$ cat config.mk
export PLATFORM = sky130hd
export DESIGN_NAME = gbu_fifo
export DESIGN_NICKNAME = d
export VERILOG_FILES = /design/src/design/gbu_pkg.sv /design/src/design/gbu_fifo.sv
export SDC_FILE = /design/constraint.sdc
export NUM_CORES = 1
export LEC_CHECK = 0
export BUFFER_PORTS_ARGS = -buffer_cell sky130_fd_sc_hd__buf_2
export CAP_MARGIN = 25
export CORE_MARGIN = 1.5
export CORE_UTILIZATION = 50
export CTS_BUF_LIST = sky130_fd_sc_hd__clkbuf_8
export DETAILED_ROUTE_END_ITERATION = 10
export GPL_TIMING_DRIVEN = 0
export HOLD_SLACK_MARGIN = 0.15
export PLACE_DENSITY_LB_ADDON = 0.25
export SYNTH_ARGS = -nofsm -noshare
export SYNTH_HDL_FRONTEND = slang
export SYNTH_SLANG_ARGS = --single-unit
export TNS_END_PERCENT = 50
$ cat constraint.sdc
create_clock -name clk -period 2.71 [get_ports clk]
set_input_delay 0.813 -clock clk [delete_from_list [all_inputs] [get_ports clk]]
set_output_delay 0.813 -clock clk [all_outputs]
set_load 0.02 [all_outputs]
$ cat src/design/gbu_pkg.sv
`timescale 1ns / 1ps
`default_nettype none
// ----------------------------------------------------------------------------
// gbu_pkg
// shared constants, types and reciprocal tables for the bilinear upscaler
// ----------------------------------------------------------------------------
package gbu_pkg;

  // frame store geometry and scale range
  localparam int MAX_WIDTH  = 256;
  localparam int MAX_HEIGHT = 256;
  localparam int MAX_SCALE  = 16;

  // field widths
  localparam int COORD_W = 12;
  localparam int PIX_W   = 8;
  localparam int SCALE_W = 5;
  localparam int DIM_W   = 9;
  localparam int LIM_W   = COORD_W + 1;

  localparam int COL_W = $clog2(MAX_WIDTH);
  localparam int ROW_W = $clog2(MAX_HEIGHT);
  localparam int CH_W  = COL_W - 1;
  localparam int RH_W  = ROW_W - 1;

  // fraction (coordinate mod scale), weights and weighted sum
  localparam int FRAC_W = $clog2(MAX_SCALE);
  localparam int WT_W   = 2 * FRAC_W + 1;
  localparam int PROD_W = PIX_W + WT_W;
  localparam int SUM_W  = PIX_W + 2 * FRAC_W;

  // reciprocal tables: ceil(2^RX_SH / s) and ceil(2^R2_SH / s^2)
  localparam int RX_SH = 17;
  localparam int RX_W  = 18;
  localparam int R2_SH = 24;
  localparam int R2_W  = 25;

  localparam int PIX_MAX = 255;

  // configuration port
  localparam int PADDR_W = 4;
  localparam int APB_W   = 32;

  // queue between front and back
  localparam int FIFO_DEPTH = 4;
  localparam int FIFO_AW    = $clog2(FIFO_DEPTH);

  // input op codes
  localparam logic OP_LOAD  = 1'b0;
  localparam logic OP_QUERY = 1'b1;

  typedef enum logic {
    JOB_LOAD,
    JOB_QUERY
  } job_kind_t;

  // effective (clamped) configuration
  typedef struct packed {
    logic [SCALE_W-1:0] scale;
    logic [DIM_W-1:0]   width;
    logic [DIM_W-1:0]   height;
  } gbu_cfg_t;

  // one classified item, as queued for the back end
  typedef struct packed {
    job_kind_t          kind;
    logic               oor;
    logic [CH_W-1:0]    col_e;
    logic [CH_W-1:0]    col_o;
    logic [RH_W-1:0]    row_e;
    logic [RH_W-1:0]    row_o;
    logic               col_par;
    logic               row_par;
    logic               has_r;
    logic               has_d;
    logic [FRAC_W-1:0]  dx;
    logic [FRAC_W-1:0]  dy;
    logic [SCALE_W-1:0] scale;
    logic [PIX_W-1:0]   pixel;
  } gbu_job_t;

  function automatic logic [SCALE_W-1:0] clamp_scale(input logic [SCALE_W-1:0] v);
    logic [SCALE_W-1:0] r;
    r = v;
    if (v == '0) begin
      r = SCALE_W'(1);
    end else if (v > SCALE_W'(MAX_SCALE)) begin
      r = SCALE_W'(MAX_SCALE);
    end
    return r;
  endfunction

  function automatic logic [DIM_W-1:0] clamp_dim(input logic [DIM_W-1:0] v,
                                                 input logic [DIM_W-1:0] hi);
    logic [DIM_W-1:0] r;
    r = v;
    if (v == '0) begin
      r = DIM_W'(1);
    end else if (v > hi) begin
      r = hi;
    end
    return r;
  endfunction

  // ceil(2^17 / s), exact quotient for any 12-bit coordinate and s <= 16
  function automatic logic [RX_W-1:0] recip_x(input logic [SCALE_W-1:0] s);
    logic [RX_W-1:0] r;
    case (s)
      5'd2:    r = RX_W'(65536);
      5'd3:    r = RX_W'(43691);
      5'd4:    r = RX_W'(32768);
      5'd5:    r = RX_W'(26215);
      5'd6:    r = RX_W'(21846);
      5'd7:    r = RX_W'(18725);
      5'd8:    r = RX_W'(16384);
      5'd9:    r = RX_W'(14564);
      5'd10:   r = RX_W'(13108);
      5'd11:   r = RX_W'(11916);
      5'd12:   r = RX_W'(10923);
      5'd13:   r = RX_W'(10083);
      5'd14:   r = RX_W'(9363);
      5'd15:   r = RX_W'(8739);
      5'd16:   r = RX_W'(8192);
      default: r = RX_W'(131072);
    endcase
    return r;
  endfunction

  // ceil(2^24 / s^2), exact quotient for any sum below 2^16
  function automatic logic [R2_W-1:0] recip_sq(input logic [SCALE_W-1:0] s);
    logic [R2_W-1:0] r;
    case (s)
      5'd2:    r = R2_W'(4194304);
      5'd3:    r = R2_W'(1864136);
      5'd4:    r = R2_W'(1048576);
      5'd5:    r = R2_W'(671089);
      5'd6:    r = R2_W'(466034);
      5'd7:    r = R2_W'(342393);
      5'd8:    r = R2_W'(262144);
      5'd9:    r = R2_W'(207127);
      5'd10:   r = R2_W'(167773);
      5'd11:   r = R2_W'(138655);
      5'd12:   r = R2_W'(116509);
      5'd13:   r = R2_W'(99274);
      5'd14:   r = R2_W'(85599);
      5'd15:   r = R2_W'(74566);
      5'd16:   r = R2_W'(65536);
      default: r = R2_W'(16777216);
    endcase
    return r;
  endfunction

endpackage
`default_nettype wire

$ cat src/design/gbu_fifo.sv
`timescale 1ns / 1ps
`default_nettype none
// ----------------------------------------------------------------------------
// gbu_fifo
// short queue of classified items between front and back
// ----------------------------------------------------------------------------
module gbu_fifo (
  input  logic              clk,
  input  logic              rst_n,
  input  logic              push,
  input  gbu_pkg::gbu_job_t din,
  output logic              full,
  input  logic              pop,
  output gbu_pkg::gbu_job_t dout,
  output logic              empty
);
  import gbu_pkg::*;

  gbu_job_t           slot_r [FIFO_DEPTH];
  logic [FIFO_AW-1:0] wr_ptr_r, rd_ptr_r;
  logic [FIFO_AW:0]   count_r;

  assign full  = (count_r == (FIFO_AW+1)'(FIFO_DEPTH));
  assign empty = (count_r == '0);
  assign dout  = slot_r[rd_ptr_r];

  always_ff @(posedge clk) begin
    if (push) slot_r[wr_ptr_r] <= din;
  end

  always_ff @(posedge clk) begin
    if (!rst_n) begin
      wr_ptr_r <= '0;
      rd_ptr_r <= '0;
      count_r  <= '0;
    end else begin
      if (push) wr_ptr_r <= wr_ptr_r + FIFO_AW'(1);
      if (pop)  rd_ptr_r <= rd_ptr_r + FIFO_AW'(1);
      if (push && !pop) begin
        count_r <= count_r + (FIFO_AW+1)'(1);
      end else if (pop && !push) begin
        count_r <= count_r - (FIFO_AW+1)'(1);
      end
    end
  end

endmodule
`default_nettype wire

==> metrics.yaml <==
worst_hold_path:
  hold_path_class: "in2reg"
  holdPathEnd: "slot_r[0][19]"
  min_from: "din[19]"
  holdPathStages: 1
power:
  clock_power_share_pct: 32.4
  p_leak_nw: 3.587
  finalPower_w: 0.007611
  power.switching_w: 0.001763
  power_frac_seq_pct: 54.1
  power_density_mw_per_mm2: 739.4
  p_int_w: 0.005848
  ir_drop_mv: 0.3695
  p_comb_share_pct: 13.5
  sw_frac_of_total_pct: 23.17
synth:
  synth-seq-cells: 229
  synth_xor_area_share_pct: 0.5182
  yosys_most_used_dff: "edfxtp_1"
  synthSimpleGateAreaFrac_pct: 1.081
  synthCells: 330
  avgSynthCellArea_um2: 25.61
  synth_fa_ha_area_share_pct: 0.9772
  ys_async_sr_fraction_pct: 0
  yosys.cell_types.count: 22
  ys_top_cells_by_area: "edfxtp_1 78%, mux4_2 13%, dfxtp_1 2.1%"
  synth_compound_gate_area_share_pct: 0.1481
  synth-edff-count: 220
  synth_seq_area_share_pct: 80.31
  yosysWarnings: 0
  synth_top_area_share_pct: 78.18
  synth_mux_area_share_pct: 15.12
  synth_top_area_cell: "edfxtp_1"
  netlist_area_mm2: 0.008451
  syn-num-nets: 395
  synthTopCellsByCount: "220 x edfxtp_1, 50 x mux4_2, 9 x and2_1, 9 x dfxtp_1"
  synth_most_common_cell: "edfxtp_1"
  synth_top_family_by_area: "multiplexers"
critical_path:
  cpLargestDelayFamily: "multiplexers"
  regToRegEndpoint: "slot_r[2][10]"
  cp_common_cell: "clkbuf_16"
  cp_slowest_cell: "mux4_2"
  r2r_cells: 3
  reg2reg_from: "wr_ptr_r[0]"
  crit_type: "reg2out"
  r2r_slack_ns: 0.97
  startpoint_type: "register"
  arrival_ns: 1.93
  crit_buf_inv: 3
  critical-path-max-stage-delay_ns: 0.54
  crit_fanout: 5
  worstSetupEndpointType: "output pin"
  cp_data_required_time_ns: 1.90
  worstPathCellList: "clkbuf_16, clkbuf_16, mux4_2, buf_2"
drt:
  wirelength_mm: 15.13
  first_pass_iters: 4
  wl_per_cell_um: 20.67
  viasPerCell: 5.295
  route.detailed.drc: 0
  first_iter_violations: 225
  vias: 3876
  ant_nets: 0
cells_and_area:
  final_core_util_pct: 62.29
  drive_gt1_share_pct: 44.81
  syn_to_final_growth_pct: 21.81
  stdcell_area_mm2: 0.01029
  fin_nets: 556
sta:
  post-route-min-period_ns: 2.741
  rsz0062_at_grt: "true"
  maxSlewHeadroom_pct: 40.34
  worstMarginPinSlew_ns: 0.8948
  setup_viol: 1
  max_freq_mhz: 364.9
  final_max_slew_viol_count: 0
  fin_skew_ns: 0.01410
  tns_ns: -0.03059
  finalHoldViolations: 0
  min_period_over_period_pct: 101.1
  layout_setup_ws_ns: -0.03059
floorplanning:
  die_y_um: 133.0
  start_util_pct: 51.14
  core_area_mm2: 0.01652
  fp.dieW_um: 133.0
  row_count: 47
  die_area_mm2: 0.01769
  io_pins: 116
placement:
  pre_cts_slack_ns: 0.3246
  port_buffers: 115
  dp_hpwl_mm: 8.222
  dpl-instance-area_mm2: 0.009311
  finalWeightedCongestion: 0.6899
global_routing:
  grt_remaining_overflow: 0
  grt_pass1_vias: 4189
  grtUsageTotal_pct: 17.20
  antenna_found_initial: 1
  grt_pass1_wl_mm: 22.80
  grt_start_max_net_pins: 56
status:
  outcome: "finished, violations left"
  violations: "setup timing"
clock_tree:
  hold_buffers: 0
  htreeDepth: 2
  cts_buffer_depth: 3
  worst_skew_pair.late_latency_ns: 0.49
  numCtsBuffers: 37
  cts.clk_slew.worst_paths_ns: 0.06
  root_buffer: "clkbuf_8"
  cts_tree: "yes"
  cts_sinks: 229
run:
  max-cap-violations: 0
## how the worst max path moves through the flow
stage                         from            end  slack, ns  cells past startpoint
after floorplan               push   slot_r[0][0]       0.17                      1
after global placement        push  slot_r[3][22]      -1.06                      2
after detailed placement      push     count_r[2]       0.32                      7
after CTS                 register       dout[49]      -0.03                      4
after global routing      register       dout[26]       -0.1                      4
final                     register       dout[26]      -0.03                      4
## power groups by stage
stage / logic [W] / clock network (W) / registers (W)
6_report: 0.00103 / 0.00246 / 0.00412
2_1_floorplan: 0.000587 / 0 / 0.00418
5_1_grt: 0.00110 / 0.00269 / 0.00413
4_1_cts: 0.000918 / 0.00253 / 0.00412
3_5_place_dp: 0.000889 / 0 / 0.00419
3_3_place_gp: 0.000866 / 0 / 0.00419
## per-stage QoR
stage	hold slack [ns]	cells
floorplan	0.4724	330
global placement	0.4857	665
detailed placement	0.5595	665
CTS	0.4925	725
global route	0.4922	731
finish	0.5310	732
## cell type report
class | instances | area (um2)
timing repair buffer | 122 | 933.4
clock inverter | 21 | 78.83
fill | 1171 | 6231
multi-input combinational | 85 | 1510
clock buffer | 38 | 523.0
sequential | 229 | 6790
buffer | 12 | 165.2
antenna | 1 | 2.502
tap | 220 | 275.3
inverter | 4 | 15.01
## metal layers
| layer | share of wire, % | GRT usage, % | wire length (um) | vias up |
|---|---|---|---|---|
| met5 | 0 | 0 | 0 | - |
| met4 | 1.7 | 5.861 | 253 | 0 |
| met3 | 6.5 | 5.287 | 989 | 25 |
| met2 | 51 | 29.17 | 7678 | 125 |
| met1 | 41 | 21.16 | 6212 | 1999 |
| li1 | - | - | - | 1727 |
## cells in the final DEF, fill, tap and decap left out, drive strengths merged
| cell | n |
|---|---|
| mux4 | 55 |
| fa | 1 |
| ha | 5 |
| and2 | 9 |
| xor2 | 3 |
| nor2b | 2 |
| xnor2 | 2 |
| o21ai | 1 |
| clkinv | 6 |
| nor3b | 1 |
| nand2 | 1 |
| a21boi | 1 |
| clkbuf | 45 |
| edfxtp | 220 |
| or3 | 1 |
| dfxtp | 9 |
| nor3 | 1 |
| buf | 126 |
| diode | 1 |
| mux2i | 2 |
| inv | 19 |
| bufbuf | 1 |
## kinds of logic after synthesis
| logic type | count (synthesis) |
|---|---|
| xor+xnor | 5 |
| fa+ha+maj | 6 |
| mux | 57 |
| buf+inv | 16 |
| simple gates | 15 |
| compound gates | 2 |
| flops | 229 |
## state kept, by name, indices dropped and copies added, names as in the netlist, named ones only
register  flops
slot_r      220
count_r       3
rd_ptr_r      2
wr_ptr_r      2
## timing repair
action,in CTS,in global routing
setup endpoints to repair,50,53
setup buffers,0,0
cloned,1,6
endpoints found under the hold margin,0,0
gates resized for setup,15,56
Note: power is estimated with default switching activity, not from simulation.
