File: src/design/gbu_pkg.sv
`timescale 1ns / 1ps
`default_nettype none
// ----------------------------------------------------------------------------
// gbu_pkg
// shared constants, types and reciprocal tables for the bilinear upscaler
// ----------------------------------------------------------------------------
package gbu_pkg;

  // frame store geometry and scale range
  localparam int MAX_WIDTH  = 256;
  localparam int MAX_HEIGHT = 256;
  localparam int MAX_SCALE  = 16;

  // field widths
  localparam int COORD_W = 12;
  localparam int PIX_W   = 8;
  localparam int SCALE_W = 5;
  localparam int DIM_W   = 9;
  localparam int LIM_W   = COORD_W + 1;

  localparam int COL_W = $clog2(MAX_WIDTH);
  localparam int ROW_W = $clog2(MAX_HEIGHT);
  localparam int CH_W  = COL_W - 1;
  localparam int RH_W  = ROW_W - 1;

  // fraction (coordinate mod scale), weights and weighted sum
  localparam int FRAC_W = $clog2(MAX_SCALE);
  localparam int WT_W   = 2 * FRAC_W + 1;
  localparam int PROD_W = PIX_W + WT_W;
  localparam int SUM_W  = PIX_W + 2 * FRAC_W;

  // reciprocal tables: ceil(2^RX_SH / s) and ceil(2^R2_SH / s^2)
  localparam int RX_SH = 17;
  localparam int RX_W  = 18;
  localparam int R2_SH = 24;
  localparam int R2_W  = 25;

  localparam int PIX_MAX = 255;

  // configuration port
  localparam int PADDR_W = 4;
  localparam int APB_W   = 32;

  // queue between front and back
  localparam int FIFO_DEPTH = 4;
  localparam int FIFO_AW    = $clog2(FIFO_DEPTH);

  // input op codes
  localparam logic OP_LOAD  = 1'b0;
  localparam logic OP_QUERY = 1'b1;

  typedef enum logic {
    JOB_LOAD,
    JOB_QUERY
  } job_kind_t;

  // effective (clamped) configuration
  typedef struct packed {
    logic [SCALE_W-1:0] scale;
    logic [DIM_W-1:0]   width;
    logic [DIM_W-1:0]   height;
  } gbu_cfg_t;

  // one classified item, as queued for the back end
  typedef struct packed {
    job_kind_t          kind;
    logic               oor;
    logic [CH_W-1:0]    col_e;
    logic [CH_W-1:0]    col_o;
    logic [RH_W-1:0]    row_e;
    logic [RH_W-1:0]    row_o;
    logic               col_par;
    logic               row_par;
    logic               has_r;
    logic               has_d;
    logic [FRAC_W-1:0]  dx;
    logic [FRAC_W-1:0]  dy;
    logic [SCALE_W-1:0] scale;
    logic [PIX_W-1:0]   pixel;
  } gbu_job_t;

  function automatic logic [SCALE_W-1:0] clamp_scale(input logic [SCALE_W-1:0] v);
    logic [SCALE_W-1:0] r;
    r = v;
    if (v == '0) begin
      r = SCALE_W'(1);
    end else if (v > SCALE_W'(MAX_SCALE)) begin
      r = SCALE_W'(MAX_SCALE);
    end
    return r;
  endfunction

  function automatic logic [DIM_W-1:0] clamp_dim(input logic [DIM_W-1:0] v,
                                                 input logic [DIM_W-1:0] hi);
    logic [DIM_W-1:0] r;
    r = v;
    if (v == '0) begin
      r = DIM_W'(1);
    end else if (v > hi) begin
      r = hi;
    end
    return r;
  endfunction

  // ceil(2^17 / s), exact quotient for any 12-bit coordinate and s <= 16
  function automatic logic [RX_W-1:0] recip_x(input logic [SCALE_W-1:0] s);
    logic [RX_W-1:0] r;
    case (s)
      5'd2:    r = RX_W'(65536);
      5'd3:    r = RX_W'(43691);
      5'd4:    r = RX_W'(32768);
      5'd5:    r = RX_W'(26215);
      5'd6:    r = RX_W'(21846);
      5'd7:    r = RX_W'(18725);
      5'd8:    r = RX_W'(16384);
      5'd9:    r = RX_W'(14564);
      5'd10:   r = RX_W'(13108);
      5'd11:   r = RX_W'(11916);
      5'd12:   r = RX_W'(10923);
      5'd13:   r = RX_W'(10083);
      5'd14:   r = RX_W'(9363);
      5'd15:   r = RX_W'(8739);
      5'd16:   r = RX_W'(8192);
      default: r = RX_W'(131072);
    endcase
    return r;
  endfunction

  // ceil(2^24 / s^2), exact quotient for any sum below 2^16
  function automatic logic [R2_W-1:0] recip_sq(input logic [SCALE_W-1:0] s);
    logic [R2_W-1:0] r;
    case (s)
      5'd2:    r = R2_W'(4194304);
      5'd3:    r = R2_W'(1864136);
      5'd4:    r = R2_W'(1048576);
      5'd5:    r = R2_W'(671089);
      5'd6:    r = R2_W'(466034);
      5'd7:    r = R2_W'(342393);
      5'd8:    r = R2_W'(262144);
      5'd9:    r = R2_W'(207127);
      5'd10:   r = R2_W'(167773);
      5'd11:   r = R2_W'(138655);
      5'd12:   r = R2_W'(116509);
      5'd13:   r = R2_W'(99274);
      5'd14:   r = R2_W'(85599);
      5'd15:   r = R2_W'(74566);
      5'd16:   r = R2_W'(65536);
      default: r = R2_W'(16777216);
    endcase
    return r;
  endfunction

endpackage
`default_nettype wire

File: src/design/gbu_cfg.sv
`timescale 1ns / 1ps
`default_nettype none
// ----------------------------------------------------------------------------
// gbu_cfg
// register file behind the apb port, hands out clamped settings
// ----------------------------------------------------------------------------
module gbu_cfg (
  input  logic                        clk,
  input  logic                        rst_n,
  input  logic                        psel,
  input  logic                        penable,
  input  logic                        pwrite,
  input  logic [gbu_pkg::PADDR_W-1:0] paddr,
  input  logic [gbu_pkg::APB_W-1:0]   pwdata,
  output logic [gbu_pkg::APB_W-1:0]   prdata,
  output logic                        pready,
  output gbu_pkg::gbu_cfg_t           cfg
);
  import gbu_pkg::*;

  typedef enum logic [1:0] {
    REG_SCALE  = 2'd0,
    REG_WIDTH  = 2'd1,
    REG_HEIGHT = 2'd2
  } reg_idx_t;

  localparam logic [SCALE_W-1:0] SCALE_RST  = SCALE_W'(2);
  localparam logic [DIM_W-1:0]   WIDTH_RST  = DIM_W'(256);
  localparam logic [DIM_W-1:0]   HEIGHT_RST = DIM_W'(256);

  reg_idx_t           idx;
  logic               wr_en;
  logic [SCALE_W-1:0] scale_r, scale_nxt;
  logic [DIM_W-1:0]   width_r, width_nxt;
  logic [DIM_W-1:0]   height_r, height_nxt;

  assign pready = 1'b1;
  assign idx    = reg_idx_t'(paddr[PADDR_W-1:2]);
  assign wr_en  = psel & penable & pwrite;

  always_comb begin
    scale_nxt  = scale_r;
    width_nxt  = width_r;
    height_nxt = height_r;
    prdata     = '0;
    case (idx)
      REG_SCALE: begin
        prdata = APB_W'(scale_r);
        if (wr_en) scale_nxt = pwdata[SCALE_W-1:0];
      end
      REG_WIDTH: begin
        prdata = APB_W'(width_r);
        if (wr_en) width_nxt = pwdata[DIM_W-1:0];
      end
      REG_HEIGHT: begin
        prdata = APB_W'(height_r);
        if (wr_en) height_nxt = pwdata[DIM_W-1:0];
      end
      default: begin
        prdata = '0;
      end
    endcase
  end

  always_ff @(posedge clk) begin
    if (!rst_n) begin
      scale_r  <= SCALE_RST;
      width_r  <= WIDTH_RST;
      height_r <= HEIGHT_RST;
    end else begin
      scale_r  <= scale_nxt;
      width_r  <= width_nxt;
      height_r <= height_nxt;
    end
  end

  assign cfg.scale  = clamp_scale(scale_r);
  assign cfg.width  = clamp_dim(width_r, DIM_W'(MAX_WIDTH));
  assign cfg.height = clamp_dim(height_r, DIM_W'(MAX_HEIGHT));

endmodule
`default_nettype wire

File: config.mk
export PLATFORM = sky130hd
export DESIGN_NAME = gbu_cfg
export DESIGN_NICKNAME = d
export VERILOG_FILES = /design/src/design/gbu_pkg.sv /design/src/design/gbu_cfg.sv
export SDC_FILE = /design/constraint.sdc
export NUM_CORES = 1
export LEC_CHECK = 0
export BUFFER_PORTS_ARGS = -buffer_cell sky130_fd_sc_hd__buf_2
export CAP_MARGIN = 10
export CORE_AREA = 2 2 72 74
export CTS_BUF_LIST = sky130_fd_sc_hd__clkbuf_4 sky130_fd_sc_hd__clkbuf_8
export DETAILED_ROUTE_END_ITERATION = 12
export DIE_AREA = 0 0 74 76
export GPL_TIMING_DRIVEN = 0
export PLACE_DENSITY = 0.6
export SLEW_MARGIN = 10
export SYNTH_ARGS = -nofsm -noshare
export SYNTH_HDL_FRONTEND = slang
export SYNTH_SLANG_ARGS = --single-unit
export TNS_END_PERCENT = 1
File: constraint.sdc
create_clock -name clk -period 1.4 [get_ports clk]
set_input_delay 0.28 -clock clk [delete_from_list [all_inputs] [get_ports clk]]
set_output_delay 0.28 -clock clk [all_outputs]
set_load 0.01 [all_outputs]
==> results <==
- After technology mapping, the gate count stands at 171.
- For this run, the register share of the synthesized area comes to 32.39%.
- The total core area is 4912 um^2.
- The detailed-routing iteration count for the pre-antenna-repair pass is 4.
- The power share of the combinational group is 16.9%.
- For this run, the post-layout net count is 283.
- The synthesized design contains 0 enable-type register cells.
- The number of inserted filler cells in the final layout is 542.
- Dividing the detail-routed wire length by the instance count gives 11.68 um.
- Data arrives at the worst endpoint at 1220 ps.
- The number of H-tree branching levels is 1.
- The total power is 1.325 mW.
- The largest net degree at the start of global routing is 13.
- The TritonCTS clock tree is done.
- The worst slack at placement is -11.87 ps.
- Compared with the post-synthesis result, the final layout area differs by 35.92%.
- The number of global-route vias before repair is 1215.
- The class of the tightest hold or removal check is in -> reg.
- Max-cap violations in this run came to 0.
- Setup repair after global routing could not meet its margin everywhere.
- The achievable clock frequency is 0.6667 GHz.
- The initial core utilization is 28.94%.
- The I/O pin count is 97.
- In this run switching power makes up 25.12% of total power.
- Buffers added to address setup during post-CTS repair amount to 0.
- The portion of the clock cycle consumed by the worst path in the final layout is 107.1%.
- The detailed router placed 1262 vias in this run.
- The number of warning messages in the yosys log is 0.
- The worst setup path is launched from a flip-flop.
- The starting DRC count in detailed routing is 48.
- The number of slew-limit violations in the final report is 0.
- At the worst endpoint, the required time is 1120 ps.
- The final weighted congestion in routability-driven placement is 0.7271.
- The initial antenna violation count is 0.
- The floorplan has 26 rows.
- The overall routed net length is 3634 um.
- The least setup slack across all paths after layout is -100.0 ps.
- The clock reaches the later pin of the worst-skew pair after 260 ps.
- The number of inserted diodes is 0.
- The kind of end point of the critical path is a primary output.
- The synthesis-stage register bit count is 23.
- The worst-case IR drop observed on VDD is 0.2576 mV.
- Dividing total power by cell area gives a power density of 685.7 nW/um^2.
- Counting the buffers created by CTS gives 3.
- The final cell count without fillers is 311.
- The highest net fanout along the worst path is 4.
- Summed over all layers, the global routing overflow is 0.
- The average instance in the mapped netlist occupies 8.312 um^2.
- The cell area after layout is 1932 um^2.
- In this run the power spent charging and discharging nets is 0.3328 mW.
- In this run the horizontal extent of the chip is 74 um.
- The fraction of registers with async set or reset after synthesis is 0%.
- The checks that failed: negative setup slack.
- The global-route wire length before repair is 5768 um.
- The internal portion of the total power is 0.9918 mW.
- Hold repair after CTS inserted 0 buffers.
- The critical path is of the reg -> out type.
- After detailed routing, the number of remaining DRC violations is 0.
- The number of hold violations in the final report is 0.
- The die is 76 um tall.
- Counting every sink on the clock net gives 23.
- The run finished, with violations left.
- The share of total power dissipated in the clock network is 32.3%.
- The static leakage power is 0.9921 nW.
- The die area is 5624 um^2.
- The top cell type by area accounts for 32.39% of the synthesized area.
- The final HPWL from detailed placement is 2728 um.
- After synthesis, the cell types taking the most area are sky130_fd_sc_hd__dfxtp_1 32%, sky130_fd_sc_hd__mux2i_1 19%, sky130_fd_sc_hd__buf_4 13%.
- The number of input and output port buffers inserted is 46.
- The leading register cell type out of synthesis is sky130_fd_sc_hd__dfxtp_1.
- In the final layout, the share of cells above drive strength 1 is 39.42%.
- The remaining antenna violation count is 0.
- Of all cell types, the one taking the most synthesized area is sky130_fd_sc_hd__dfxtp_1.
- In this run the clock root is driven by a sky130_fd_sc_hd__clkbuf_8.
- After clock tree synthesis, the clock-pin slew on the worst setup and hold paths is 80 ps.
- Hold is met by 276.9 ps.
- For the final database, setup skew stands at 0 ps.
- Using the TritonRoute via totals, the vias-per-cell ratio works out to 4.058.
- The cell total after placement is 309.
- The number of distinct library cells after synthesis is 23.
- The minimum period implied by the final worst setup slack is 1500 ps.
- The part of the total power dissipated in sequential elements is 50.8%.
- The number of failing setup endpoints in the final timing report is 2.
- The maximum buffer depth of the clock tree is 2.
- Summing all placed instances gives a cell area of 1822 um^2.
- The synthesized netlist occupies a cell area of 1421 um^2.
- Global routing consumed, over all layers together, 13.00% of the routing resources.
==> per-stage QoR <==
step | utilization, % | TNS [ps]
after floorplan | - | 0
after global placement | 37.09 | -53.64
after detailed placement | 37.09 | -21.49
after CTS | 38.79 | -238.9
after global routing | 39.33 | -349.2
final | 39.33 | -197.0
==> path summary, 6_finish.rpt <==
| kind | start | to | slack, ps | depth (start not counted) |
|---|---|---|---|---|
| max | width_r[6] | cfg[9] | -100 | 4 |
| min | pwdata[5] | height_r[5] | 280 | 3 |
| max reg2reg | height_r[8] | height_r[8] | 660 | 2 |
| min reg2reg | width_r[0] | width_r[0] | 490 | 2 |
==> worst max-delay path, cell delays in order, from the launching register on <==
cell and delay (ps):
sky130_fd_sc_hd__dfxtp_2 350, sky130_fd_sc_hd__nor4_4 280, sky130_fd_sc_hd__a21oi_1 90, sky130_fd_sc_hd__nor2_1 100
sky130_fd_sc_hd__buf_2 140
==> timing repair <==
action / CTS / global route
gates resized for setup: 15 / 12
pin swaps: 3 / 0
setup endpoints to repair: 20 / 11
==> layer usage <==
metal | up-vias | GRT usage [%] | wire (um)
li1 | 650 | - | -
met1 | 559 | 16.89 | 1605
met2 | 47 | 21.43 | 1750
met3 | 6 | 3.042 | 238
met4 | 0 | 3.273 | 39
met5 | - | 0 | 0
==> sequential cells by signal (all words and copies together), names as in the netlist <==
register  count
height_r      9
width_r       9
scale_r       5
==> power groups by stage <==
stage               registers, mW  clock network, mW  logic [mW]
floorplan                   0.684                  0       0.160
global placement            0.686                  0       0.215
detailed placement          0.686                  0       0.215
CTS                         0.675              0.435       0.217
global route                0.674              0.465       0.247
finish                      0.673              0.428       0.224
==> cell type report <==
class | instances | area, um^2 | area share (%)
multi-input cells | 132 | 825.8 | 42.75
plain buffers | 35 | 255.2 | 13.21
inverters | 1 | 3.754 | 0.1943
flip-flops and latches | 23 | 478.0 | 24.74
well taps | 70 | 87.58 | 4.534
clock buffers | 4 | 48.80 | 2.526
repair buffers | 46 | 232.7 | 12.05
==> cell usage in the layout (no fill, tap or decap), drive strengths merged <==
| cell | count |
|---|---|
| mux2i | 27 |
| and2b | 1 |
| nand3 | 1 |
| or3 | 1 |
| nor3b | 1 |
| clkbuf | 10 |
| o211ai | 1 |
| nand2 | 33 |
| nand4 | 1 |
| nor4 | 2 |
| inv | 1 |
| dfxtp | 23 |
| buf | 75 |
| a22o | 4 |
| a21oi | 2 |
| o21ai | 5 |
| nor3 | 3 |
| nor2 | 4 |
| nor2b | 21 |
| conb | 24 |
| o31ai | 1 |
==> cell families (layout without fill, tap and decap cells) <==
logic type,Yosys count,in the layout,synth area share [%]
flops,23,23,32.39
other cells,2,24,0.5284
simple gates,68,68,23.42
mux,27,27,19.01
buf+inv,38,86,18.31
compound gates,13,13,6.338
==> synth_stat cells (2+ instances only) <==
| master | number |
|---|---|
| sky130_fd_sc_hd__nor2_1 | 4 |
| sky130_fd_sc_hd__nor3_1 | 3 |
| sky130_fd_sc_hd__buf_4 | 25 |
| sky130_fd_sc_hd__nor2b_1 | 21 |
| sky130_fd_sc_hd__conb_1 | 2 |
| sky130_fd_sc_hd__dfxtp_1 | 23 |
| sky130_fd_sc_hd__clkbuf_1 | 8 |
| sky130_fd_sc_hd__nor4_1 | 2 |
| sky130_fd_sc_hd__buf_6 | 3 |
| sky130_fd_sc_hd__a21oi_1 | 2 |
| sky130_fd_sc_hd__mux2i_1 | 27 |
| sky130_fd_sc_hd__nand2_1 | 33 |
| sky130_fd_sc_hd__o21ai_0 | 5 |
| sky130_fd_sc_hd__a22o_1 | 4 |
Note: power is estimated with default switching activity, not from simulation.
