### src/design/gbu_pkg.sv
`timescale 1ns / 1ps
`default_nettype none
// ----------------------------------------------------------------------------
// gbu_pkg
// shared constants, types and reciprocal tables for the bilinear upscaler
// ----------------------------------------------------------------------------
package gbu_pkg;

  // frame store geometry and scale range
  localparam int MAX_WIDTH  = 256;
  localparam int MAX_HEIGHT = 256;
  localparam int MAX_SCALE  = 16;

  // field widths
  localparam int COORD_W = 12;
  localparam int PIX_W   = 8;
  localparam int SCALE_W = 5;
  localparam int DIM_W   = 9;
  localparam int LIM_W   = COORD_W + 1;

  localparam int COL_W = $clog2(MAX_WIDTH);
  localparam int ROW_W = $clog2(MAX_HEIGHT);
  localparam int CH_W  = COL_W - 1;
  localparam int RH_W  = ROW_W - 1;

  // fraction (coordinate mod scale), weights and weighted sum
  localparam int FRAC_W = $clog2(MAX_SCALE);
  localparam int WT_W   = 2 * FRAC_W + 1;
  localparam int PROD_W = PIX_W + WT_W;
  localparam int SUM_W  = PIX_W + 2 * FRAC_W;

  // reciprocal tables: ceil(2^RX_SH / s) and ceil(2^R2_SH / s^2)
  localparam int RX_SH = 17;
  localparam int RX_W  = 18;
  localparam int R2_SH = 24;
  localparam int R2_W  = 25;

  localparam int PIX_MAX = 255;

  // configuration port
  localparam int PADDR_W = 4;
  localparam int APB_W   = 32;

  // queue between front and back
  localparam int FIFO_DEPTH = 4;
  localparam int FIFO_AW    = $clog2(FIFO_DEPTH);

  // input op codes
  localparam logic OP_LOAD  = 1'b0;
  localparam logic OP_QUERY = 1'b1;

  typedef enum logic {
    JOB_LOAD,
    JOB_QUERY
  } job_kind_t;

  // effective (clamped) configuration
  typedef struct packed {
    logic [SCALE_W-1:0] scale;
    logic [DIM_W-1:0]   width;
    logic [DIM_W-1:0]   height;
  } gbu_cfg_t;

  // one classified item, as queued for the back end
  typedef struct packed {
    job_kind_t          kind;
    logic               oor;
    logic [CH_W-1:0]    col_e;
    logic [CH_W-1:0]    col_o;
    logic [RH_W-1:0]    row_e;
    logic [RH_W-1:0]    row_o;
    logic               col_par;
    logic               row_par;
    logic               has_r;
    logic               has_d;
    logic [FRAC_W-1:0]  dx;
    logic [FRAC_W-1:0]  dy;
    logic [SCALE_W-1:0] scale;
    logic [PIX_W-1:0]   pixel;
  } gbu_job_t;

  function automatic logic [SCALE_W-1:0] clamp_scale(input logic [SCALE_W-1:0] v);
    logic [SCALE_W-1:0] r;
    r = v;
    if (v == '0) begin
      r = SCALE_W'(1);
    end else if (v > SCALE_W'(MAX_SCALE)) begin
      r = SCALE_W'(MAX_SCALE);
    end
    return r;
  endfunction

  function automatic logic [DIM_W-1:0] clamp_dim(input logic [DIM_W-1:0] v,
                                                 input logic [DIM_W-1:0] hi);
    logic [DIM_W-1:0] r;
    r = v;
    if (v == '0) begin
      r = DIM_W'(1);
    end else if (v > hi) begin
      r = hi;
    end
    return r;
  endfunction

  // ceil(2^17 / s), exact quotient for any 12-bit coordinate and s <= 16
  function automatic logic [RX_W-1:0] recip_x(input logic [SCALE_W-1:0] s);
    logic [RX_W-1:0] r;
    case (s)
      5'd2:    r = RX_W'(65536);
      5'd3:    r = RX_W'(43691);
      5'd4:    r = RX_W'(32768);
      5'd5:    r = RX_W'(26215);
      5'd6:    r = RX_W'(21846);
      5'd7:    r = RX_W'(18725);
      5'd8:    r = RX_W'(16384);
      5'd9:    r = RX_W'(14564);
      5'd10:   r = RX_W'(13108);
      5'd11:   r = RX_W'(11916);
      5'd12:   r = RX_W'(10923);
      5'd13:   r = RX_W'(10083);
      5'd14:   r = RX_W'(9363);
      5'd15:   r = RX_W'(8739);
      5'd16:   r = RX_W'(8192);
      default: r = RX_W'(131072);
    endcase
    return r;
  endfunction

  // ceil(2^24 / s^2), exact quotient for any sum below 2^16
  function automatic logic [R2_W-1:0] recip_sq(input logic [SCALE_W-1:0] s);
    logic [R2_W-1:0] r;
    case (s)
      5'd2:    r = R2_W'(4194304);
      5'd3:    r = R2_W'(1864136);
      5'd4:    r = R2_W'(1048576);
      5'd5:    r = R2_W'(671089);
      5'd6:    r = R2_W'(466034);
      5'd7:    r = R2_W'(342393);
      5'd8:    r = R2_W'(262144);
      5'd9:    r = R2_W'(207127);
      5'd10:   r = R2_W'(167773);
      5'd11:   r = R2_W'(138655);
      5'd12:   r = R2_W'(116509);
      5'd13:   r = R2_W'(99274);
      5'd14:   r = R2_W'(85599);
      5'd15:   r = R2_W'(74566);
      5'd16:   r = R2_W'(65536);
      default: r = R2_W'(16777216);
    endcase
    return r;
  endfunction

endpackage
`default_nettype wire

### src/design/gbu_front.sv
`timescale 1ns / 1ps
`default_nettype none
// ----------------------------------------------------------------------------
// gbu_front
// accepts items, drops stray loads, splits coordinates into cell and fraction
// ----------------------------------------------------------------------------
module gbu_front (
  input  logic                        clk,
  input  logic                        rst_n,
  input  gbu_pkg::gbu_cfg_t           cfg,
  input  logic                        in_valid,
  output logic                        in_ready,
  input  logic                        in_op,
  input  logic [gbu_pkg::COORD_W-1:0] in_coord_x,
  input  logic [gbu_pkg::COORD_W-1:0] in_coord_y,
  input  logic [gbu_pkg::PIX_W-1:0]   in_pixel,
  input  logic                        full,
  output logic                        push,
  output gbu_pkg::gbu_job_t           job
);
  import gbu_pkg::*;

  localparam int PX_W = COORD_W + RX_W;

  logic               adv;
  logic [LIM_W-1:0]   lim_x, lim_y;
  logic               q_oor, load_ok;
  logic [PX_W-1:0]    prod_x, prod_y;

  // stage 1: range check and reciprocal multiply
  logic               f1_vld_r;
  logic               f1_op_r;
  logic               f1_oor_r;
  logic [COORD_W-1:0] f1_x_r, f1_y_r;
  logic [COORD_W-1:0] f1_qx_r, f1_qy_r;
  logic [SCALE_W-1:0] f1_s_r;
  logic [PIX_W-1:0]   f1_pix_r;

  // stage 2 combinational terms
  logic [COORD_W-1:0] back_x, back_y, rem_x, rem_y;
  logic [COL_W-1:0]   px;
  logic [ROW_W-1:0]   py;
  logic [COL_W:0]     px1;
  logic [ROW_W:0]     py1;

  logic               f2_vld_r;
  gbu_job_t           job_r;

  assign adv      = !(f2_vld_r && full);
  assign in_ready = adv;
  assign push     = f2_vld_r && !full;
  assign job      = job_r;

  assign lim_x   = LIM_W'(cfg.width) * LIM_W'(cfg.scale);
  assign lim_y   = LIM_W'(cfg.height) * LIM_W'(cfg.scale);
  assign q_oor   = (LIM_W'(in_coord_x) >= lim_x) || (LIM_W'(in_coord_y) >= lim_y);
  assign load_ok = (in_coord_x < COORD_W'(cfg.width)) && (in_coord_y < COORD_W'(cfg.height));
  assign prod_x  = PX_W'(in_coord_x) * PX_W'(recip_x(cfg.scale));
  assign prod_y  = PX_W'(in_coord_y) * PX_W'(recip_x(cfg.scale));

  always_ff @(posedge clk) begin
    if (!rst_n) begin
      f1_vld_r <= 1'b0;
    end else if (adv) begin
      f1_vld_r <= in_valid && ((in_op == OP_QUERY) || load_ok);
    end
  end

  always_ff @(posedge clk) begin
    if (adv) begin
      f1_op_r  <= in_op;
      f1_oor_r <= (in_op == OP_QUERY) && q_oor;
      f1_x_r   <= in_coord_x;
      f1_y_r   <= in_coord_y;
      f1_qx_r  <= prod_x[RX_SH +: COORD_W];
      f1_qy_r  <= prod_y[RX_SH +: COORD_W];
      f1_s_r   <= cfg.scale;
      f1_pix_r <= in_pixel;
    end
  end

  // stage 2: remainder, neighbor clamp, bank addresses
  assign back_x = f1_qx_r * COORD_W'(f1_s_r);
  assign back_y = f1_qy_r * COORD_W'(f1_s_r);
  assign rem_x  = f1_x_r - back_x;
  assign rem_y  = f1_y_r - back_y;

  // a load addresses its own pixel, a query the top-left corner of its cell
  assign px  = (f1_op_r == OP_QUERY) ? f1_qx_r[COL_W-1:0] : f1_x_r[COL_W-1:0];
  assign py  = (f1_op_r == OP_QUERY) ? f1_qy_r[ROW_W-1:0] : f1_y_r[ROW_W-1:0];
  assign px1 = (COL_W+1)'(px) + (COL_W+1)'(1);
  assign py1 = (ROW_W+1)'(py) + (ROW_W+1)'(1);

  always_ff @(posedge clk) begin
    if (!rst_n) begin
      f2_vld_r <= 1'b0;
    end else if (adv) begin
      f2_vld_r <= f1_vld_r;
    end
  end

  always_ff @(posedge clk) begin
    if (adv) begin
      job_r.kind    <= (f1_op_r == OP_QUERY) ? JOB_QUERY : JOB_LOAD;
      job_r.oor     <= f1_oor_r;
      job_r.col_e   <= px1[CH_W:1];
      job_r.col_o   <= px[COL_W-1:1];
      job_r.row_e   <= py1[RH_W:1];
      job_r.row_o   <= py[ROW_W-1:1];
      job_r.col_par <= px[0];
      job_r.row_par <= py[0];
      job_r.has_r   <= (DIM_W'(px) + DIM_W'(1)) < cfg.width;
      job_r.has_d   <= (DIM_W'(py) + DIM_W'(1)) < cfg.height;
      job_r.dx      <= rem_x[FRAC_W-1:0];
      job_r.dy      <= rem_y[FRAC_W-1:0];
      job_r.scale   <= f1_s_r;
      job_r.pixel   <= f1_pix_r;
    end
  end

endmodule
`default_nettype wire

### config.mk
export PLATFORM = sky130hd
export DESIGN_NAME = gbu_front
export DESIGN_NICKNAME = d
export VERILOG_FILES = /design/src/design/gbu_pkg.sv /design/src/design/gbu_front.sv
export SDC_FILE = /design/constraint.sdc
export NUM_CORES = 1
export LEC_CHECK = 0
export BUFFER_PORTS_ARGS = -buffer_cell sky130_fd_sc_hd__buf_2
export CORE_MARGIN = 1
export CORE_UTILIZATION = 39
export CTS_CLUSTER_DIAMETER = 50
export DETAILED_ROUTE_END_ITERATION = 7
export PLACE_DENSITY_LB_ADDON = 0.15
export SLEW_MARGIN = 20
export SYNTH_ARGS = -nofsm -noshare
export SYNTH_HDL_FRONTEND = slang
export SYNTH_SLANG_ARGS = --single-unit
### constraint.sdc
create_clock -name clk -period 12.9 [get_ports clk]
set_clock_uncertainty 0.15 [all_clocks]
set_input_delay 2.58 -clock clk [delete_from_list [all_inputs] [get_ports clk]]
set_output_delay 2.58 -clock clk [all_outputs]
set_load 0.01 [all_outputs]
==> impl_results.md <==
* Required @ worst endpoint at 12,870 ps
* Die height at 227 um
* Largest net degree at the start of global routing at 58
* Top FF cell, synth: edfxtp_1
* FMAX at 104 MHz
* DIE AREA at 51,600 um^2
* Multi-input logic area at 14,600 um^2
* Largest area contributor in the netlist: fa_1
* HP Class: register to register
* Post-synthesis net count at 2,735
* CP max-delay cell: nor2_1
* P per Cell Area at 107 nW/um^2
* Post-DR vias/cell at 4.92
* Setup bufs post-CTS at 0
* Hold buffers post-CTS at 0
* Dpl hpwl at 38,800 um
* Post-DRT Antenna Nets at 0
* Vias in the first global route at 15,200
* CP dominant cell by count: fa_1
* Final hold slack at 273 ps
* Htree depth at 3
* Crit start category: primary input
* Synth warnings at 0
* Worst Path Max Fanout at 21
* Root Driver: clkbuf_16
* RSZ-0062 raised after global routing: false
* Final setup fails at 0
* Synthesized cell area at 19,800 um^2
* Filler Cells Inserted at 4,984
* Antenna violations before repair at 1
* Slew Limit Headroom at 39.8%
* Remaining DRCs at 0
* Initial Util at 39.5%
* GRT Total Usage at 20.7%
* FF+latch count, synth at 104
* Final period utilization at 74.2%
* Row count at 82
* Clk Latency, worst-skew pair at 380 ps
* Fin. Hold Viols at 0
* Slew @ Worst Pin at 903 ps
* Area of the core at 50,100 um^2
* Storage cell area at 3100 um^2
* Final wirelength at 49,900 um
* # resized after CTS at 0
* First-pass DRT Iterations at 7
* WP data arrival at 9540 ps
* Most frequent cells in the layout: inv_1, nand2_1, fa_1, ha_1, and2_1
* Clock-pin transition on the worst setup and hold timing paths at 70 ps
* First-pass GRT wire length at 81,800 um
* CTS Buf Count at 9
* Final min period at 9570 ps
* GRT overflow at 0
* Cell variety after synth at 68
* Critical path's top delay family: adder cells
* Avg WL per Cell at 17.4 um
* FFs w/ async S/R, synth at 0%
* Worst path max stage delay at 660 ps
* Top Ports at 117
* Via count of the routed design at 14,100
* Final #Nets at 2,795
* VDD IR max at 70.6 uV
* Seq/Total Area, Yosys at 15.7%
* Syn_area_per_cell at 9.30 um^2
* Clock sinks at 104
* Static Leakage at 0.0106 uW
* Share of the synthesized area in the top cell type at 35.3%
* Top cells by area, synth: fa_1, edfxtp_1, ha_1
* CP Class: primary input to register
* CP bufs+invs at 6
* Syn Inst Count at 2,125
* IO Port Bufs at 116
* Commonest non-fill, non-tap cell in the layout: inv_1
* RD Place Congestion at 0.802
* Slew Viols, Final at 0
* Area grow syn2layout at 8.09%
* Number of flops mapped to enable cells by yosys at 102
* Status: completed
* Clock buffer depth at 2
* Layout cells sized above 1 at 8.58%
* Initial drt markers at 817
* TritonCTS clock tree: done
* Die X-Extent at 227 um
* Setup_tns at 0 ps
* Endpoint class of the critical path: register
* Max Cap Viol at 0
## flip-flops by register name, indices dropped and copies added (netlist names)
register,cells
f2_vld_r,1
f1_pix_r,8
f1_op_r,1
f1_qx_r,8
job,55
f1_y_r,8
f1_oor_r,1
f1_qy_r,8
f1_vld_r,1
f1_x_r,8
f1_s_r,5
## per-stage QoR
| stage | total power (uW) | instances | utilization, % | worst slack [ps] | cell area, um^2 |
|---|---|---|---|---|---|
| 6_report | 2280 | 2863 | 42.7 | 3330 | 21400 |
| 5_1_grt | 2540 | 2862 | 42.6 | 2760 | 21400 |
| 4_1_cts | 2320 | 2862 | 42.6 | 3170 | 21300 |
| 3_5_place_dp | 2000 | 2846 | 42.0 | 2770 | 21000 |
| 3_3_place_gp | 1970 | 2845 | 42.0 | 2720 | 21000 |
| 2_1_floorplan | 1600 | 2125 | - | 4060 | 19800 |
## worst paths after layout
check / cells after the start / start / to / slack (ps)
hold / removal: 0 / f1_pix_r[0]$_DFFE_PN_ / job[0]$_DFFE_PN_ / 270
setup reg to reg: 11 / f1_op_r$_DFFE_PN_ / job[22]$_DFFE_PN_ / 9490
hold reg to reg: 0 / f1_pix_r[0]$_DFFE_PN_ / job[0]$_DFFE_PN_ / 270
setup / recovery: 26 / cfg[18] / f1_qx_r[7]$_DFFE_PN_ / 3330
## worst reg2reg max path: stages, from the launching register on
cell and delay [ps]:
edfxtp_1 780, buf_4 370, mux2_2 410, ha_1 320
ha_1 270, a21boi_0 120, o21a_1 180, o21ai_0 160
nand2_1 80, o2111ai_1 100, a21oi_1 90, a211oi_1 220
## kinds of logic after synthesis
kind of cell / count (synthesis) / synth area share (%)
AND/OR/NAND/NOR: 643 / 15.1
buffers and inverters: 559 / 10.7
multiplexers: 15 / 0.811
adder cells (fa/ha/maj): 550 / 48.1
flip-flops: 104 / 15.7
AO/OA/AOI/OAI: 166 / 5.66
XOR/XNOR: 88 / 3.90
## final cells by class
cell class	count	area share, %
timing repair buffer	137	3.46
sequential	104	14.5
antenna	1	0.0117
tap	672	3.94
inverter	471	8.28
clock inverter	6	0.398
multi-input combinational	1462	68.3
clock buffer	10	1.07
## per-layer routing
layer,routed length (um),track usage (%),vias to the layer above
li1,-,-,6568
met1,22500,27.1,7167
met2,24400,36.2,298
met3,2000,2.39,62
met4,998,5.46,0
met5,0,0,-
## power breakdown
part	switching (uW)	total (uW)	internal, uW
clock	144	300	156
sequential	49.0	554	505
combinational	817	1420	608
total	1010	2280	1270
## synthesized netlist by cell type (3+ instances only)
master       n
xor2_1      19
o21ai_0     31
a211oi_1     5
xnor2_1     69
a21oi_1     47
nor2_1      42
buf_2       12
nand3_1     12
mux2_2       8
a21o_1      29
nand4_1      7
ha_1       202
nand2b_1    13
inv_1      470
clkbuf_1    65
nor4_1       4
and3_1       4
mux2i_1      7
a31oi_1      6
o21a_1      10
nor2b_1     11
buf_1        9
a221oi_1     3
and2_1     153
nor3_1       8
edfxtp_1   102
fa_1       348
nand2_1    374
o2111ai_1    3
Note: power is estimated with default switching activity, not from simulation.
